**config.mk**
```make
export PLATFORM = sky130hd
export DESIGN_NAME = fsfe_parse
export DESIGN_NICKNAME = d
export VERILOG_FILES = /design/src/hw/rtl/fsfe_pkg.sv /design/src/hw/rtl/fsfe_parse.sv
export SDC_FILE = /design/constraint.sdc
export NUM_CORES = 1
export LEC_CHECK = 0
export BUFFER_PORTS_ARGS = -buffer_cell sky130_fd_sc_hd__buf_2
export CAP_MARGIN = 20
export CORE_AREA = 4 4 173 175
export DETAILED_ROUTE_END_ITERATION = 16
export DIE_AREA = 0 0 177 179
export SLEW_MARGIN = 20
export SYNTH_ARGS = -nofsm -noshare
export SYNTH_HDL_FRONTEND = slang
export SYNTH_SLANG_ARGS = --single-unit
```
**constraint.sdc**
```tcl
create_clock -name vclk -period 10
set_input_delay 2.5 -clock vclk [all_inputs]
set_output_delay 2.5 -clock vclk [all_outputs]
set_load 0.03 [all_outputs]
```
**src/hw/rtl/fsfe_pkg.sv**
```systemverilog
// Shared types, constants and the flow-key hash for the flow sampling feature extractor.
// Depends on nothing; the files that use it refer to it by scoped names.
package fsfe_pkg;

  localparam int FLOW_ENTRIES = 1024;
  localparam int IDX_W        = $clog2(FLOW_ENTRIES);
  localparam int USED_W       = $clog2(FLOW_ENTRIES) + 1;

  localparam logic [15:0] ETYPE_IPV4    = 16'h0800;
  localparam logic [7:0]  PROTO_TCP     = 8'd6;
  localparam logic [7:0]  PROTO_UDP     = 8'd17;
  localparam logic [7:0]  PROTO_ICMP    = 8'd1;
  localparam logic [3:0]  IP_VERSION4   = 4'd4;
  localparam logic [16:0] MIN_IP_FRAME  = 17'd34;
  localparam logic [16:0] ETH_HDR_LEN   = 17'd14;
  localparam logic [16:0] TCP_HDR_LEN   = 17'd20;
  localparam logic [16:0] SMALL_L4_LEN  = 17'd8;
  localparam logic [15:0] UDP_HDR_LEN   = 16'd8;
  localparam logic [15:0] SERVICE_PORTS = 16'd1024;
  localparam logic [7:0]  ICMP_ECHO_REQ = 8'd8;
  localparam logic [7:0]  ICMP_ECHO_REP = 8'd0;
  localparam logic [7:0]  LIMIT_RESET   = 8'd100;

  // configuration register indexes
  localparam logic [7:0] CFG_STAMP_OFFSET = 8'd0;
  localparam logic [7:0] CFG_FLOW_LIMIT   = 8'd1;

  typedef struct packed {
    logic [31:0] lo_addr;
    logic [31:0] hi_addr;
    logic [15:0] lo_port;
    logic [15:0] hi_port;
    logic [7:0]  proto;
  } flow_key_t;

  localparam int KEY_W = $bits(flow_key_t);

  typedef struct packed {
    logic        valid;
    flow_key_t   key;
    logic [7:0]  count;
    logic [31:0] server;
  } entry_t;

  typedef struct packed {
    logic [15:0] frame_length;
    logic [15:0] ethertype;
    logic [7:0]  version_ihl;
    logic [7:0]  protocol;
    logic [31:0] src_addr;
    logic [31:0] dst_addr;
    logic [31:0] l4_head_word;
    logic [7:0]  tcp_flag_byte;
    logic [15:0] tcp_window;
    logic [15:0] udp_length;
    logic [15:0] frag_word;
    logic [63:0] clock_ns;
  } in_item_t;

  typedef struct packed {
    logic        ok;
    flow_key_t   key;
    logic [31:0] server;
    logic [15:0] frag;
    logic [7:0]  tcp_flags;
    logic [15:0] tcp_window;
    logic [7:0]  udp_size;
    logic [7:0]  icmp_type;
  } parse_t;

  // XOR fold of the key down to a table index
  function automatic logic [IDX_W-1:0] key_hash(flow_key_t key);
    logic [IDX_W-1:0] h;
    h = '0;
    for (int i = 0; i < KEY_W; i++) begin
      h[i % IDX_W] = h[i % IDX_W] ^ key[i];
    end
    return h;
  endfunction

endpackage

```
**src/hw/rtl/fsfe_parse.sv**
```systemverilog
// Header checks, direction-free key, server guess and per-protocol features.
// Depends on fsfe_pkg.
module fsfe_parse (
  input  fsfe_pkg::in_item_t item_i,
  output fsfe_pkg::parse_t   par_o
);

  logic [16:0] flen;
  logic [16:0] l4_size;
  logic [16:0] l4_end;
  logic        proto_ok;
  logic        is_tcp;
  logic        is_udp;
  logic        is_icmp;
  logic [15:0] sport;
  logic [15:0] dport;
  logic [15:0] sport_num;
  logic [15:0] dport_num;
  logic [7:0]  itype;
  logic [15:0] udp_diff;

  always_comb begin
    is_tcp   = item_i.protocol == fsfe_pkg::PROTO_TCP;
    is_udp   = item_i.protocol == fsfe_pkg::PROTO_UDP;
    is_icmp  = item_i.protocol == fsfe_pkg::PROTO_ICMP;
    proto_ok = is_tcp || is_udp || is_icmp;
    l4_size  = is_tcp ? fsfe_pkg::TCP_HDR_LEN : fsfe_pkg::SMALL_L4_LEN;
    flen     = {1'b0, item_i.frame_length};
    l4_end   = fsfe_pkg::ETH_HDR_LEN + {11'd0, item_i.version_ihl[3:0], 2'b00} + l4_size;

    par_o.ok = (flen >= fsfe_pkg::MIN_IP_FRAME) &&
               (item_i.ethertype == fsfe_pkg::ETYPE_IPV4) &&
               (item_i.version_ihl[7:4] == fsfe_pkg::IP_VERSION4) &&
               proto_ok && (l4_end <= flen);

    itype = item_i.l4_head_word[7:0];
    sport = is_icmp ? 16'd0 : item_i.l4_head_word[15:0];
    dport = is_icmp ? 16'd0 : item_i.l4_head_word[31:16];

    // lower address first; equal addresses put the destination first
    if (item_i.src_addr < item_i.dst_addr) begin
      par_o.key.lo_addr = item_i.src_addr;
      par_o.key.hi_addr = item_i.dst_addr;
      par_o.key.lo_port = sport;
      par_o.key.hi_port = dport;
    end else begin
      par_o.key.lo_addr = item_i.dst_addr;
      par_o.key.hi_addr = item_i.src_addr;
      par_o.key.lo_port = dport;
      par_o.key.hi_port = sport;
    end
    par_o.key.proto = item_i.protocol;

    // server guess, ports compared in numeric (byte-swapped) order
    sport_num = {sport[7:0], sport[15:8]};
    dport_num = {dport[7:0], dport[15:8]};
    priority if (is_tcp && item_i.tcp_flag_byte[1]) begin
      par_o.server = item_i.tcp_flag_byte[4] ? item_i.src_addr : item_i.dst_addr;
    end else if (is_icmp && itype == fsfe_pkg::ICMP_ECHO_REQ) begin
      par_o.server = item_i.dst_addr;
    end else if (is_icmp && itype == fsfe_pkg::ICMP_ECHO_REP) begin
      par_o.server = item_i.src_addr;
    end else if (dport_num < fsfe_pkg::SERVICE_PORTS) begin
      par_o.server = item_i.dst_addr;
    end else if (sport_num < fsfe_pkg::SERVICE_PORTS) begin
      par_o.server = item_i.src_addr;
    end else begin
      par_o.server = (dport_num <= sport_num) ? item_i.dst_addr : item_i.src_addr;
    end

    // feature fields
    udp_diff         = item_i.udp_length - fsfe_pkg::UDP_HDR_LEN;
    par_o.frag       = item_i.frag_word;
    par_o.tcp_flags  = is_tcp ? item_i.tcp_flag_byte : 8'd0;
    par_o.tcp_window = is_tcp ? item_i.tcp_window : 16'd0;
    par_o.udp_size   = is_udp ? udp_diff[7:0] : 8'd0;
    par_o.icmp_type  = is_icmp ? itype : 8'd0;
  end

endmodule

```
== Word level (Yosys, flattened, before mapping) ==
Index checks and enable logic that the tools add are counted.
W data, S select, Z words.

* Output and inout port bits: 193
* Word-level logic and storage cells: 40
* Input port bits: 264
* Register bits: 0

* Eq/ne operators: 6
* Multiplexer cells: 15
* $lt $le $gt $ge: 6
* Reductions and logical operators: 10
* Add/sub/neg operators: 3

{| class="wikitable"
|+ Operators by type and width
! operator !! number
|-
| $mux W32 || 7
|-
| $mux W96 || 1
|-
| $mux W16 || 3
|-
| $lt A16 B11 Y1 const B || 2
|-
| $lt A32 B32 Y1 || 1
|-
| $mux W8 || 3
|-
| $eq A16 B12 Y1 const B || 1
|-
| $ge A16 B6 Y1 const B || 1
|-
| $le A16 B16 Y1 || 1
|-
| $le A8 B16 Y1 || 1
|-
| $add A7 B5 Y8 || 1
|-
| $eq A8 B1 Y1 const B || 1
|-
| $eq A8 B3 Y1 const B || 1
|-
| $eq A8 B4 Y1 const B || 1
|-
| $eq A8 B5 Y1 const B || 1
|-
| $logic_not A8 Y1 || 1
|-
| $sub A8 B4 Y8 const B || 1
|-
| $add A4 B6 Y7 const A || 1
|-
| $logic_and A1 B1 Y1 || 7
|-
| $mux W5 || 1
|-
| $eq A4 B3 Y1 const B || 1
|-
| $logic_or A1 B1 Y1 || 2
|}

== Depth between registers and ports, before layout ==
* Word-level depth: 9
* Mapped depth: 14
* Mapped depth without buffers: 14

== Least setup slack after synthesis ==
OpenSTA, ideal clock, no wires.

* Kind: input to output
* From: input port item_i[219] in the netlist's numbering
* To: output port par_o[62] in the netlist's numbering
* Data arrival time: 6334 ps
* Required time: 7500 ps
* Slack: 1166 ps
* Buffers on the path: 3
* Stages on the path: 14
* Cell sequence: or4_1 -> or3_1 -> clkbuf_1 -> clkbuf_1 -> nand2_1 -> inv_1 -> ha_1 -> a21o_1 -> nand3_1 -> a21oi_1 -> or4b_2 -> a221oi_1 -> buf_2 -> mux2_1

{| class="wikitable"
|+ RTL lines
! item !! line !! text
|-
| from (decl) || fsfe_parse.sv:4 || <nowiki>input fsfe_pkg::in_item_t item_i,</nowiki>
|-
| to (decl) || fsfe_parse.sv:5 || <nowiki>output fsfe_pkg::parse_t par_o</nowiki>
|}

==> qor_table.md <==
| Item | Value |
|---|---|
| Clock buffer instance count of the final layout | 0 |
| Power per standard cell area | 71.43 nW/um^2 |
| Post-placement worst setup slack | 908.3 ps |
| Dpl hpwl | 15,160 um |
| Global routing usage summed across all routing layers | 9.499% |
| Post-layout total power | 420.3 uW |
| Number of global-route vias before repair | 4,660 |
| First-pass GRT wire length | 24,560 um |
| Residual overflow from global routing | 0 |
| Number of top-level pins | 457 |
| Class of the worst hold path | in2out |
| Cell count after synthesis | 491 |
| Final period util | 90.86% |
| Initial antenna violation count | 0 |
| Flip-flop and latch area | 0 um^2 |
| Buffer count from post-CTS setup fixing | 0 |
| Tightest Pin Transition | 760.5 ps |
| Multi-input gate area in the final layout | 3327 um^2 |
| Layout filler cell count | 3,232 |
| Final setup vio count | 0 |
| Critical-path maximum fanout | 32 |
| TNS Setup | 0 ps |
| DIE WIDTH | 177 um |
| Die Area | 31,680 um^2 |
| Drc violations | 0 |
| Number of distinct library cells after synthesis | 42 |
| Total routed wirelength | 17,150 um |
| Synthesized area per cell | 7.780 um^2 |
| Post-detailed-route via-to-cell ratio | 4.023 |
| Average routed wire per standard cell | 14.41 um |
| Leading cell type by number of instances after synthesis | sky130_fd_sc_hd__mux2_2 |
| Total via count after detailed routing | 4,787 |
| Sequential fraction of the synthesis area | 0% |
| Number of design-rule violations left by the first detailed-router iteration | 114 |
| Synthesis-to-layout area growth | 54.01% |
| CP required | 7500 ps |
| Iteration count of the initial detailed-routing pass | 4 |
| Final GP Congestion | 0.8924 |
| Period minus WS final | 9086 ps |
| Startpoint kind of the worst setup timing path | input pin |
| Standard cell core area | 28,470 um^2 |
| Element type at the critical path end | output port |
| Cell count after placement | 1,190 |
| Critical path type | in2out |
| Number of nets in the synthesized netlist | 815 |
| Layout sequential cell count | 0 |
| Count of pins over their slew limit | 0 |
| Number of stages on the worst hold path | 0 |
| Maxcap violations | 0 |
| Non-filler cells, final | 1,190 |
| Fraction of final layout cells sized beyond drive strength 1 | 56.33% |
| Starting density of the core | 13.42% |
| Worst setup margin | 913.7 ps |
| Port Buffer Count | 353 |
| Data arrival time at the worst-slack endpoint | 6590 ps |
| Relative slew slack | 49.30% |
| Post-synth top area share | 25.65% |
| Hold-critical path endpoint | par_o[43] |
| Pin count of the biggest net entering global routing | 51 |
| Top post-synthesis cells by count | 87 x sky130_fd_sc_hd__mux2_2, 65 x sky130_fd_sc_hd__inv_1, 59 x sky130_fd_sc_hd__ha_1 |
| Min-Delay Startpoint | item_i[67] |
| Final Hold Vio Count | 0 |
| Synthesized cell area | 3820 um^2 |
| Count of hold-fix buffers inserted at cts | 0 |
| Highest clock frequency the design can meet | 110.1 MHz |
| Cell leakage power | 3.450 nW |
| Ranking of synthesized cells by area | sky130_fd_sc_hd__mux2_2 26%, sky130_fd_sc_hd__ha_1 19%, sky130_fd_sc_hd__mux2i_1 8.6%, sky130_fd_sc_hd__inv_1 6.4%, sky130_fd_sc_hd__buf_4 5.7% |
| Nets | 1,132 |
| Yosys top cell by area | sky130_fd_sc_hd__mux2_2 |
| Number of warnings printed during yosys synthesis | 0 |
| Number of antenna cells inserted | 0 |
| Post-cts repair resize count | 0 |
| Vert. Die Dim | 179 um |
| Setup repair after global routing missed its margin | no |
| Run status | completed |
| Largest voltage drop on the vdd net | 0.02919 mV |
| Final ANT Viol Nets | 0 |
| Standard-cell row count | 62 |
[cells in the final DEF (no fill, tap or decap), drive strengths merged, types with 9 or more instances in the layout]
master / n
nor2: 13
mux2: 96
nand2: 42
inv: 65
buf: 360
nor3: 9
ha: 59
a21oi: 16
and3: 27
mux2i: 33
nand4: 10
and2: 10
[metal layers]
metal	routed length [um]	vias to the layer above	track usage, %
li1	-	2373	-
met1	6775	2132	11.11
met2	8526	262	18.36
met3	1425	20	1.265
met4	421	0	2.031
met5	0	-	0
[area by class of cell]
| type | count | share of cell area (%) |
|---|---|---|
| Tap cell | 384 | 8.167 |
| Inverter | 65 | 4.147 |
| Multi-Input combinational cell | 381 | 56.55 |
| Timing Repair Buffer | 360 | 31.14 |
[cells by family (layout without fill, tap and decap cells)]
family | count (synthesis) | after routing | share of synthesized area (%)
muxes | 129 | 129 | 36.95
xor gates and xnor gates | 4 | 4 | 0.9173
and+or+nand+nor | 142 | 142 | 19.98
AOI/OAI and AO/OA | 46 | 46 | 8.386
buffers and inverters | 110 | 425 | 13.92
adders and majority gates | 60 | 60 | 19.85
[worst max-delay path by stage]
stage                     slack [ps]         from  depth (start not counted)   endpoint
after floorplan                 1170  item_i[219]                         14  par_o[62]
after global placement           920  item_i[219]                         15  par_o[59]
after detailed placement         910  item_i[219]                         15  par_o[59]
after CTS                        880  item_i[219]                         15  par_o[59]
after global routing             710  item_i[219]                         15  par_o[59]
final                            910  item_i[219]                         15  par_o[59]
[through the flow]
stage                     util [%]  instance area, um^2  hold slack [ps]
after CTS                    20.66                 5883             5000
after global placement       20.66                 5883             5000
final                        20.66                 5883             5000
after global routing         20.66                 5883             5000
after floorplan                  -                 3820             5112
after detailed placement     20.66                 5883             5000
[where the power goes]
part	switching [mW]	internal, mW	leakage (nW)
Sequential	0	0	0
Combinational	0.263	0.157	3.45
Clock	0	0	0
[critical path: stages]
cell and delay, ps:
sky130_fd_sc_hd__buf_2 120, sky130_fd_sc_hd__or4_1 580, sky130_fd_sc_hd__or3_1 360, sky130_fd_sc_hd__buf_4 240, sky130_fd_sc_hd__nand2_1 200, sky130_fd_sc_hd__inv_1 60
sky130_fd_sc_hd__ha_1 280, sky130_fd_sc_hd__nor2b_1 130, sky130_fd_sc_hd__o211ai_1 160, sky130_fd_sc_hd__a21boi_0 100, sky130_fd_sc_hd__or4b_2 660, sky130_fd_sc_hd__a221oi_4 300
sky130_fd_sc_hd__buf_12 250, sky130_fd_sc_hd__mux2_2 380, sky130_fd_sc_hd__buf_2 180
(Power assumes the default switching activity.)
